===== config.mk =====
export PLATFORM = sky130hd
export DESIGN_NAME = bfsc_cfg
export DESIGN_NICKNAME = d
export VERILOG_FILES = /design/src/rtl/core/bitplane_framebuffer_scanout_core_defines.svh /design/src/rtl/core/bfsc_pkg.sv /design/src/rtl/core/bfsc_cfg.sv
export SDC_FILE = /design/constraint.sdc
export NUM_CORES = 1
export LEC_CHECK = 0
export BUFFER_PORTS_ARGS = -buffer_cell sky130_fd_sc_hd__clkbuf_2
export CAP_MARGIN = 30
export CORE_AREA = 2 2 81 83
export DETAILED_ROUTE_END_ITERATION = 12
export DIE_AREA = 0 0 83 85
export PLACE_DENSITY_LB_ADDON = 0.08
export SYNTH_ARGS = -nofsm -noshare
export SYNTH_HDL_FRONTEND = slang
export SYNTH_SLANG_ARGS = --single-unit
export TNS_END_PERCENT = 100

===== constraint.sdc =====
create_clock -name clk -period 2.05 [get_ports clk]
set_input_delay 0.205 -clock clk [delete_from_list [all_inputs] [get_ports clk]]
set_output_delay 0.205 -clock clk [all_outputs]
set_load 0.03 [all_outputs]

===== src/rtl/core/bitplane_framebuffer_scanout_core_defines.svh =====
// assertion macros used by the scanout core controller
`ifndef BITPLANE_FRAMEBUFFER_SCANOUT_CORE_DEFINES_SVH
`define BITPLANE_FRAMEBUFFER_SCANOUT_CORE_DEFINES_SVH

// same-cycle implication, clocked on clk, off while rst_n is low
`define BFSC_ASSERT_NOW(label, ante, cons, msg) \
    label: assert property (@(posedge clk) disable iff (!rst_n) (ante) |-> (cons)) \
        else $error(msg);

// next-cycle implication, clocked on clk, off while rst_n is low
`define BFSC_ASSERT_NEXT(label, ante, cons, msg) \
    label: assert property (@(posedge clk) disable iff (!rst_n) (ante) |=> (cons)) \
        else $error(msg);

`endif


===== src/rtl/core/bfsc_pkg.sv =====
// shared types and constants of the bitplane scanout core
package bfsc_pkg;

    // color channels
    localparam int NUM_CH   = 3;
    localparam int CH_RED   = 0;
    localparam int CH_GREEN = 1;
    localparam int CH_BLUE  = 2;

    // horizontal bit offset and rgb565 bit per channel
    localparam int unsigned CH_SHIFT     [NUM_CH] = '{8, 6, 4};
    localparam int unsigned CH_COLOR_BIT [NUM_CH] = '{11, 5, 0};

    // field widths
    localparam int OP_W    = 3;
    localparam int X_W     = 10;
    localparam int Y_W     = 9;
    localparam int COLOR_W = 16;
    localparam int BI_W    = 7;
    localparam int LINE_W  = 10;
    localparam int ROW_W   = 15;
    localparam int BYTE_W  = 8;

    // input tdata layout
    localparam int X_LSB       = 0;
    localparam int Y_LSB       = X_LSB + X_W;
    localparam int COLOR_LSB   = Y_LSB + Y_W;
    localparam int BI_LSB      = COLOR_LSB + COLOR_W;
    localparam int IN_TDATA_W  = 48;
    localparam int OUT_TDATA_W = 40;

    // config port
    localparam int APB_ADDR_W = 4;
    localparam int APB_DATA_W = 32;

    localparam logic [LINE_W-1:0] VSYNC_START_RST = 10'd490;
    localparam logic [LINE_W-1:0] VSYNC_END_RST   = 10'd492;
    localparam logic [LINE_W-1:0] TOTAL_LINES_RST = 10'd525;

    typedef enum logic [OP_W-1:0] {
        OP_SET_PIXEL = 3'd0,
        OP_FILL      = 3'd1,
        OP_FLIP      = 3'd2,
        OP_FETCH     = 3'd3,
        OP_END_LINE  = 3'd4
    } opcode_t;

    typedef struct packed {
        logic [LINE_W-1:0] vsync_start;
        logic [LINE_W-1:0] vsync_end;
        logic [LINE_W-1:0] total_lines;
    } cfg_t;

    // controller to datapath
    typedef struct packed {
        logic load_item;
        logic sweep_clear;
        logic sweep_run;
        logic pix_prep;
        logic pix_read;
        logic pix_write;
        logic fetch_read;
        logic eol;
        logic flip;
        logic load_out;
    } cmd_t;

    // datapath to controller
    typedef struct packed {
        opcode_t opcode;
        logic    pix_ok;
        logic    sweep_last;
    } sts_t;

endpackage


===== src/rtl/core/bfsc_cfg.sv =====
// apb register block for the vertical timing settings
module bfsc_cfg (
    input  logic                                clk,
    input  logic                                rst_n,
    input  logic                                psel,
    input  logic                                penable,
    input  logic                                pwrite,
    input  logic [bfsc_pkg::APB_ADDR_W-1:0]     paddr,
    input  logic [bfsc_pkg::APB_DATA_W-1:0]     pwdata,
    output logic [bfsc_pkg::APB_DATA_W-1:0]     prdata,
    output logic                                pready,
    output bfsc_pkg::cfg_t                      cfg
);

    localparam logic [1:0] REG_VSYNC_START = 2'd0;
    localparam logic [1:0] REG_VSYNC_END   = 2'd1;
    localparam logic [1:0] REG_TOTAL_LINES = 2'd2;

    logic [1:0]                        reg_idx;
    logic                              wr_en;
    logic [bfsc_pkg::LINE_W-1:0]       wr_val;
    logic [bfsc_pkg::LINE_W-1:0]       vsync_start_reg;
    logic [bfsc_pkg::LINE_W-1:0]       vsync_end_reg;
    logic [bfsc_pkg::LINE_W-1:0]       total_lines_reg;

    assign pready  = 1'b1;
    assign reg_idx = paddr[3:2];
    assign wr_en   = psel & penable & pwrite & pready;
    assign wr_val  = pwdata[bfsc_pkg::LINE_W-1:0];

    // register writes
    always_ff @(posedge clk or negedge rst_n)
    begin
        if (!rst_n)
        begin
            vsync_start_reg <= bfsc_pkg::VSYNC_START_RST;
            vsync_end_reg   <= bfsc_pkg::VSYNC_END_RST;
            total_lines_reg <= bfsc_pkg::TOTAL_LINES_RST;
        end
        else if (wr_en)
        begin
            unique case (reg_idx)
                REG_VSYNC_START: vsync_start_reg <= wr_val;
                REG_VSYNC_END:   vsync_end_reg   <= wr_val;
                REG_TOTAL_LINES: total_lines_reg <= wr_val;
                default:         ;
            endcase
        end
    end

    // read mux
    always_comb
    begin
        unique case (reg_idx)
            REG_VSYNC_START: prdata = bfsc_pkg::APB_DATA_W'(vsync_start_reg);
            REG_VSYNC_END:   prdata = bfsc_pkg::APB_DATA_W'(vsync_end_reg);
            REG_TOTAL_LINES: prdata = bfsc_pkg::APB_DATA_W'(total_lines_reg);
            default:         prdata = '0;
        endcase
    end

    assign cfg.vsync_start = vsync_start_reg;
    assign cfg.vsync_end   = vsync_end_reg;
    assign cfg.total_lines = total_lines_reg;

endmodule


==> results_dict.tcl <==
set metrics [dict create \
    yosysSeqAreaShare_pct 50.0 \
    place_inst 258 \
    combPwrFrac_pct 38.3 \
    cts-root-buf "clkbuf_8" \
    cts_made_buffers 5 \
    io_buffers 56 \
    dr.first_iter.drc_count 31 \
    clkSinkCount 30 \
    max_cap_viol_count 0 \
    finalClockSkew_ps 0 \
    setup-violations-final 0 \
    dieArea_mm2 0.00706 \
    netlist.area_leader.share_pct 27.3 \
    synth_cell_types 16 \
    fin_area_mm2 0.00194 \
    start_kind "register" \
    clockBufferDepth 2 \
    endpoint_kind "output port" \
    worstSkewPairLatency_ps 270 \
    grt.met3_usage_pct 3.70 \
    antenna_found_initial 0 \
    routed_wl_um 3750 \
    worst_slew_pin_slew_ps 764 \
    ys_ff_latch 30 \
    drtAntennaViolNets 0 \
    fp-row-count 29 \
    pwr-share-clk_pct 21.5 \
    vias 1100 \
    dpl_cell_area_mm2 0.00185 \
    ys_top_cells_by_area "dfstp_2 27%, dfrtp_1 23%, mux2_2 22%, buf_4 11%, mux2i_1 6.5%" \
    start_util_pct 24.9 \
    fin_crit_sh_pct 74.5 \
    final_common_cell "clkbuf_2" \
    p_per_area_mw_per_mm2 1140 \
    yosys.area.top_type "dfstp_2" \
    cts_setup_buffers 0 \
    grt_use_total_pct 10.7 \
    use_met1_pct 13.4 \
    fin_tns_setup_ps 0 \
    grt-ovfl-total 0 \
    synth_cells 125 \
    peakVddDrop_uv 438 \
    fin_crit_ps 1530 \
    hold_buffers 0 \
    num_io_pins 104 \
    viasPerCell 4.14 \
    yosys_warnings 0 \
    p_total_mw 2.22 \
    switching_share_pct 40.4 \
    violations "hold timing" \
    grt_use_met2_pct 17.6 \
    first_pass_iters 3 \
    die_h_um 85 \
    relSlewSlack_pct 49.1 \
    clkSlewWorstSetupHoldPaths_ps 60 \
    hold_viol 5 \
    stdcell_count 266 \
    die_x_um 83 \
    r2r_setup_slack_ps 1260 \
    p_switching_mw 0.896 \
    gp_congestion 0.758 \
    fp.coreArea_mm2 0.00620 \
    htreeDepth 2 \
    n_antenna_cell 0 \
    worstSetupPathType "reg2out" \
    layout-drive-gt1-share_pct 61.9 \
    busiest_layer "met2" \
    grt_max_degree 31 \
    dp_hpwl_um 2820 \
    p_leak_nw 0.954 \
    syn_area_mm2 0.00154 \
    wl_per_cell_um 14.1 \
    hp-class "in2async" \
    most-common-layout-cells "56 x clkbuf_2, 30 x mux2_2, 23 x conb_1" \
    hold_slack_ps -13.8 \
    rsz0062_at_grt "no" \
    seq_power_share_pct 40.2 \
    final_nets 229 \
    p_int_mw 1.32 \
    outcome "finished, violations left" \
    slew_viol_final 0 \
    path_max_fanout 3 \
    area.growth.synth_to_final_pct 26.0 \
    synth.avg_cell_area_um2 12.3 \
    cts_tree "yes" \
    post_cts_resized 0 \
    arrival_ps 1320 \
    max_freq_mhz 655 \
    grt_pass1_vias 1074 \
    grt_pass1_wl_um 5800 \
    drc 0 \
    worstPathRequired_ps 1850 \
]
cells by family (layout without fill, tap and decap cells):
group                  count (synthesis)  after routing  share of synthesized area [%]
DFF                                   30             30                           50.0
other                                  2             23                          0.487
muxes                                 40             40                           28.4
buffers and inverters                 28             71                           13.1
and+or+nand+nor                       15             15                           4.87
AOI/OAI and AO/OA                     10             10                           3.24
critical path: stages (launching register included):
cell,delay [ps]
dfstp_2,540
mux2i_1,60
o21ai_0,200
clkbuf_2,250
worst paths after layout:
path,from,end,cells after the start
setup / recovery,vsync_start_reg[1]$_DFFE_PN1P_,prdata[1],3
hold / removal,rst_n,vsync_start_reg[9]$_DFFE_PN0P_,1
setup reg to reg,vsync_start_reg[4]$_DFFE_PN0P_,vsync_start_reg[4]$_DFFE_PN0P_,1
hold reg to reg,vsync_start_reg[9]$_DFFE_PN0P_,vsync_start_reg[9]$_DFFE_PN0P_,1
max in group asynchronous,rst_n,total_lines_reg[6]$_DFFE_PN0P_,1
min in group clk,pwdata[3],total_lines_reg[3]$_DFFE_PN1P_,2
metrics by stage:
step,util [%],setup WS [ps],hold WS (ps)
6_report,31.3,523,-13.8
3_3_place_gp,29.9,434,304
2_1_floorplan,-,448,-90.6
3_5_place_dp,29.9,436,311
5_1_grt,31.3,416,40.6
4_1_cts,31.3,486,5.93
Yosys cell counts:
cell / instances
buf_2: 2
buf_4: 23
buf_6: 1
clkbuf_1: 2
conb_1: 2
dfrtp_1: 14
dfstp_2: 16
mux2_2: 30
mux2i_1: 10
nand2_1: 10
nand3_1: 1
nor2b_1: 1
nor3_2: 1
nor3b_1: 1
o21ai_0: 10
or3b_1: 1
cell type report:
| cell class | instances | area [um2] |
|---|---|---|
| well taps | 77 | 96.3 |
| multi-input cells | 88 | 654 |
| clock buffers | 8 | 90.1 |
| flip-flops and latches | 30 | 771 |
| fillers | 659 | 4260 |
| repair buffers | 63 | 333 |
power by group through the flow:
| stage | registers, mW | clock network (mW) | logic (mW) |
|---|---|---|---|
| final | 0.893 | 0.478 | 0.850 |
| after CTS | 0.898 | 0.500 | 0.860 |
| after detailed placement | 0.907 | 0 | 0.858 |
| after floorplan | 1.17 | 0 | 0.358 |
| after global placement | 0.899 | 0 | 0.852 |
| after global routing | 0.920 | 0.540 | 0.898 |
per-layer routing:
| metal | wire length, um | vias to the layer above |
|---|---|---|
| met1 | 1650 | 538 |
| met4 | 17 | 0 |
| li1 | - | 513 |
| met5 | 0 | - |
| met3 | 234 | 3 |
| met2 | 1850 | 46 |
Power figures use the tool's default switching activity.
