$ cat src/rtl/core/bitplane_framebuffer_scanout_core_defines.svh
// assertion macros used by the scanout core controller
`ifndef BITPLANE_FRAMEBUFFER_SCANOUT_CORE_DEFINES_SVH
`define BITPLANE_FRAMEBUFFER_SCANOUT_CORE_DEFINES_SVH

// same-cycle implication, clocked on clk, off while rst_n is low
`define BFSC_ASSERT_NOW(label, ante, cons, msg) \
    label: assert property (@(posedge clk) disable iff (!rst_n) (ante) |-> (cons)) \
        else $error(msg);

// next-cycle implication, clocked on clk, off while rst_n is low
`define BFSC_ASSERT_NEXT(label, ante, cons, msg) \
    label: assert property (@(posedge clk) disable iff (!rst_n) (ante) |=> (cons)) \
        else $error(msg);

`endif

$ cat src/rtl/core/bfsc_pkg.sv
// shared types and constants of the bitplane scanout core
package bfsc_pkg;

    // color channels
    localparam int NUM_CH   = 3;
    localparam int CH_RED   = 0;
    localparam int CH_GREEN = 1;
    localparam int CH_BLUE  = 2;

    // horizontal bit offset and rgb565 bit per channel
    localparam int unsigned CH_SHIFT     [NUM_CH] = '{8, 6, 4};
    localparam int unsigned CH_COLOR_BIT [NUM_CH] = '{11, 5, 0};

    // field widths
    localparam int OP_W    = 3;
    localparam int X_W     = 10;
    localparam int Y_W     = 9;
    localparam int COLOR_W = 16;
    localparam int BI_W    = 7;
    localparam int LINE_W  = 10;
    localparam int ROW_W   = 15;
    localparam int BYTE_W  = 8;

    // input tdata layout
    localparam int X_LSB       = 0;
    localparam int Y_LSB       = X_LSB + X_W;
    localparam int COLOR_LSB   = Y_LSB + Y_W;
    localparam int BI_LSB      = COLOR_LSB + COLOR_W;
    localparam int IN_TDATA_W  = 48;
    localparam int OUT_TDATA_W = 40;

    // config port
    localparam int APB_ADDR_W = 4;
    localparam int APB_DATA_W = 32;

    localparam logic [LINE_W-1:0] VSYNC_START_RST = 10'd490;
    localparam logic [LINE_W-1:0] VSYNC_END_RST   = 10'd492;
    localparam logic [LINE_W-1:0] TOTAL_LINES_RST = 10'd525;

    typedef enum logic [OP_W-1:0] {
        OP_SET_PIXEL = 3'd0,
        OP_FILL      = 3'd1,
        OP_FLIP      = 3'd2,
        OP_FETCH     = 3'd3,
        OP_END_LINE  = 3'd4
    } opcode_t;

    typedef struct packed {
        logic [LINE_W-1:0] vsync_start;
        logic [LINE_W-1:0] vsync_end;
        logic [LINE_W-1:0] total_lines;
    } cfg_t;

    // controller to datapath
    typedef struct packed {
        logic load_item;
        logic sweep_clear;
        logic sweep_run;
        logic pix_prep;
        logic pix_read;
        logic pix_write;
        logic fetch_read;
        logic eol;
        logic flip;
        logic load_out;
    } cmd_t;

    // datapath to controller
    typedef struct packed {
        opcode_t opcode;
        logic    pix_ok;
        logic    sweep_last;
    } sts_t;

endpackage

$ cat src/rtl/core/bfsc_ctrl.sv
// controller state machine: sequences clear, pixel, fill, flip, fetch and line items
`include "bitplane_framebuffer_scanout_core_defines.svh"

module bfsc_ctrl (
    input  logic            clk,
    input  logic            rst_n,
    input  logic            s_tvalid,
    output logic            s_tready,
    output logic            m_tvalid,
    input  logic            m_tready,
    output bfsc_pkg::cmd_t  cmd,
    input  bfsc_pkg::sts_t  sts
);

    typedef enum logic [2:0] {
        ST_CLEAR,
        ST_IDLE,
        ST_EXEC,
        ST_PIX_RD,
        ST_PIX_WR,
        ST_FILL,
        ST_DONE
    } state_t;

    state_t state_reg;
    state_t state_next;
    logic   out_valid_reg;
    logic   out_valid_next;
    logic   out_free;

    assign out_free = !out_valid_reg || m_tready;
    assign s_tready = (state_reg == ST_IDLE);
    assign m_tvalid = out_valid_reg;

    // next state and commands
    always_comb
    begin
        cmd        = '0;
        state_next = state_reg;
        unique case (state_reg)
            ST_CLEAR:
            begin
                cmd.sweep_clear = 1'b1;
                if (sts.sweep_last)
                begin
                    state_next = ST_IDLE;
                end
            end
            ST_IDLE:
            begin
                cmd.load_item = s_tvalid;
                if (s_tvalid)
                begin
                    state_next = ST_EXEC;
                end
            end
            ST_EXEC:
            begin
                state_next = ST_DONE;
                unique case (sts.opcode)
                    bfsc_pkg::OP_SET_PIXEL:
                    begin
                        if (sts.pix_ok)
                        begin
                            cmd.pix_prep = 1'b1;
                            state_next   = ST_PIX_RD;
                        end
                    end
                    bfsc_pkg::OP_FILL:     state_next     = ST_FILL;
                    bfsc_pkg::OP_FLIP:     cmd.flip       = 1'b1;
                    bfsc_pkg::OP_FETCH:    cmd.fetch_read = 1'b1;
                    bfsc_pkg::OP_END_LINE: cmd.eol        = 1'b1;
                    default:               ;
                endcase
            end
            ST_PIX_RD:
            begin
                cmd.pix_read = 1'b1;
                state_next   = ST_PIX_WR;
            end
            ST_PIX_WR:
            begin
                cmd.pix_write = 1'b1;
                state_next    = ST_DONE;
            end
            ST_FILL:
            begin
                cmd.sweep_run = 1'b1;
                if (sts.sweep_last)
                begin
                    state_next = ST_DONE;
                end
            end
            ST_DONE:
            begin
                if (out_free)
                begin
                    cmd.load_out = 1'b1;
                    state_next   = ST_IDLE;
                end
            end
            default: state_next = ST_IDLE;
        endcase
    end

    assign out_valid_next = cmd.load_out | (out_valid_reg & ~m_tready);

    // state and output valid
    always_ff @(posedge clk or negedge rst_n)
    begin
        if (!rst_n)
        begin
            state_reg     <= ST_CLEAR;
            out_valid_reg <= 1'b0;
        end
        else
        begin
            state_reg     <= state_next;
            out_valid_reg <= out_valid_next;
        end
    end

    // checks
    `BFSC_ASSERT_NOW(a_no_result_overwrite, cmd.load_out, (!out_valid_reg || m_tready),
        "result loaded over one still waiting")
    `BFSC_ASSERT_NEXT(a_accept_goes_exec, (s_tvalid && s_tready), (state_reg == ST_EXEC),
        "accepted item not executed next cycle")
    `BFSC_ASSERT_NEXT(a_clear_runs_to_end, (state_reg == ST_CLEAR && !sts.sweep_last),
        (state_reg == ST_CLEAR), "clearing pass left before last entry")

endmodule

$ cat config.mk
export PLATFORM = sky130hd
export DESIGN_NAME = bfsc_ctrl
export DESIGN_NICKNAME = d
export VERILOG_FILES = /design/src/rtl/core/bfsc_pkg.sv /design/src/rtl/core/bfsc_ctrl.sv
export VERILOG_INCLUDE_DIRS = /design/src /design/src/rtl/core
export SDC_FILE = /design/constraint.sdc
export NUM_CORES = 1
export LEC_CHECK = 0
export BUFFER_PORTS_ARGS = -buffer_cell sky130_fd_sc_hd__buf_2
export CAP_MARGIN = 20
export CORE_AREA = 2 2 39 41
export DETAILED_ROUTE_END_ITERATION = 6
export DIE_AREA = 0 0 41 43
export HOLD_SLACK_MARGIN = 0.1
export SYNTH_ARGS = -nofsm -noshare
export SYNTH_HDL_FRONTEND = slang
export SYNTH_SLANG_ARGS = --single-unit
$ cat constraint.sdc
create_clock -name clk -period 2.05 [get_ports clk]
set_input_delay 0.41 -clock clk [delete_from_list [all_inputs] [get_ports clk]]
set_output_delay 0.41 -clock clk [all_outputs]
set_load 0.01 [all_outputs]
==> flow_metrics.tcl <==
set metrics [dict create \
    status "finished clean" \
    path_class "reg -> out" \
    switchingPower_uw 278 \
    setup_viol 0 \
    ys_top_cells_by_area "dfrtp_1, and3_1, nor3_1" \
    fin_setup_tns_ns 0 \
    cts_tree "done" \
    maxCapViolations 0 \
    port_buffers 20 \
    netlist-cell-type-count 25 \
    clkPwrFrac_pct 15.7 \
    synth_edf_count 0 \
    yosysSeqAreaShare_pct 28.9 \
    sequentialPowerShare_pct 35.7 \
    internal_power_uw 348 \
    start_util_pct 25.0 \
    placed_cell_area_um2 449 \
    dpl_worst_slack_ns 0.466 \
    drive_gt1_share_pct 43.1 \
    syn_nets 53 \
    crit_required_ns 1.64 \
    cts_made_buffers 3 \
    worstPathArrival_ns 1.41 \
    crit_path_end_kind "output port" \
    die_h_um 43 \
    top_layer "met3" \
    nets 76 \
    coreArea_um2 1380 \
    clockBufferDepth 2 \
    fmax_mhz 551 \
    pwr-share-comb_pct 48.6 \
    fin_worst_skew_ns 0.00832 \
    fin_total_pwr_uw 626 \
    netlist_top_cells_count "and3_1, dfrtp_1, nor2_1, nor3_1, inv_1" \
    worst_pin_slew_ns 0.410 \
    gr-total-overflow 0 \
    die_w_um 41 \
    wire_per_inst_um 10.1 \
    antenna_found_initial 0 \
    synth_area_um2 347 \
    diodes 0 \
    rows 14 \
    yosys.area.top_type_share_pct 28.9 \
    first_global_vias 334 \
    setup_slack_ns 0.234 \
    hpwl_um 651 \
    area_growth_pct 39.0 \
    placed_cells 77 \
    root_buffer "clkbuf_4" \
    syn_inst 44 \
    report.final.slew_viol_count 0 \
    yosysTopAreaCell "dfrtp_1" \
    syn_avg_cell_area_um2 7.88 \
    async_reset_ff_share_pct 100 \
    hold_viol_final 0 \
    grt_pass1_wl_um 1290 \
    final_cell_area_um2 482 \
    via_count 384 \
    gp_congestion 0.705 \
    power.density_nw_per_um2 1300 \
    grt_max_degree 16 \
    fin_crit_ns 1.82 \
    dr_wl_met2_um 380 \
    htreeDepth 1 \
    die-area_um2 1760 \
    grt_usage_pct 10.8 \
    sw_frac_of_total_pct 44.5 \
    ir_worst_vdd_mv 0.303 \
    ios 21 \
    drt-met1-wl_um 366 \
    slew_headroom_pct 72.7 \
    drtIter0Drc 7 \
    path_max_fanout 10 \
    clock_latency_ns 0.24 \
    synth-seq-cells 4 \
    fin_crit_sh_pct 88.6 \
    synth_ff_type "dfrtp_1" \
    critPathLaunchType "flip-flop" \
    clk_pin_slew_ns 0.04 \
    leakage_nw 0.263 \
    ys_warn_count 0 \
    vias_per_cell 4.74 \
    routed_wl_um 821 \
    final_cells 81 \
    post_cts_buffers 0 \
    drc 0 \
    clock_sinks 4 \
    hp-class "in -> reg" \
    wl_met3_um 74 \
    rsz0062_at_grt "false" \
    ant_nets 0 \
    largest_reg_flops 3 \
    dr.pass1.iters 3 \
]
-- power groups by stage --
stage	Combinational (mW)	Clock [mW]	Sequential, mW
3_5_place_dp	0.309	0	0.225
4_1_cts	0.311	0.103	0.224
5_1_grt	0.347	0.111	0.236
2_1_floorplan	0.295	0	0.153
6_report	0.304	0.0983	0.224
3_3_place_gp	0.308	0	0.221
-- through the flow --
stage          utilization [%]  hold WS [ns]
3_3_place_gp              32.5         0.220
6_report                  34.8         0.386
3_5_place_dp              32.5         0.220
4_1_cts                   34.8         0.383
2_1_floorplan                -         0.114
5_1_grt                   34.8         0.408
-- placed cells by master (no fill, tap or decap), types with 2 or more instances in the layout --
master	Yosys	layout
nor3_1	4	4
nor2_1	4	4
and2_1	2	2
buf_2	2	20
a21oi_1	2	2
inv_1	3	3
nor3b_1	2	2
and3_1	4	4
dfrtp_1	4	4
clkbuf_4	0	3
nand3b_1	2	2
-- routing by layer --
metal,track usage [%],vias to the layer above
li1,-,205
met1,11.3,166
met2,17.2,13
met3,4.19,0
met4,6.00,0
met5,0,-
-- area by class of cell --
| type | instances | area [µm²] |
|---|---|---|
| clock buffer | 3 | 22.5 |
| fill | 148 | 902 |
| inverter | 4 | 15.0 |
| multi-input combinational | 33 | 214 |
| sequential | 4 | 100 |
| tap | 16 | 20.0 |
| timing repair buffer | 21 | 110 |
-- worst paths after layout --
kind / startpoint / end / slack (ns) / cells after the start
worst min register to register: m_tvalid$_DFF_PN0_ / m_tvalid$_DFF_PN0_ / 0.57 / 2
worst max register to register: state_reg[0]$_DFFE_PN0P_ / state_reg[0]$_DFFE_PN0P_ / 0.75 / 3
max in group asynchronous: rst_n / state_reg[0]$_DFFE_PN0P_ / 1.41 / 2
min in group asynchronous: rst_n / state_reg[1]$_DFFE_PN0P_ / 0.51 / 2
worst min-delay path: m_tready / m_tvalid$_DFF_PN0_ / 0.39 / 2
worst max-delay path: state_reg[1]$_DFFE_PN0P_ / cmd[6] / 0.23 / 4
-- cell families (layout without fill, tap and decap cells) --
| group | after synthesis | count (layout) | share of synthesized area [%] |
|---|---|---|---|
| AND/OR/NAND/NOR | 22 | 22 | 38.3 |
| AO/OA/AOI/OAI | 11 | 11 | 23.5 |
| buffers and inverters | 7 | 28 | 9.39 |
| flip-flops | 4 | 4 | 28.9 |
-- critical path, stage by stage, from the launching register on --
cell     delay [ns]
dfrtp_1        0.51
inv_2          0.10
nor3_1         0.25
and3_1         0.19
buf_2          0.12
-- repair_timing --
item,in CTS,in global routing
hold endpoints to repair,4,0
gates resized for setup,0,0
hold buffers,1,0
No activity file was read; power rests on OpenSTA's default activity.
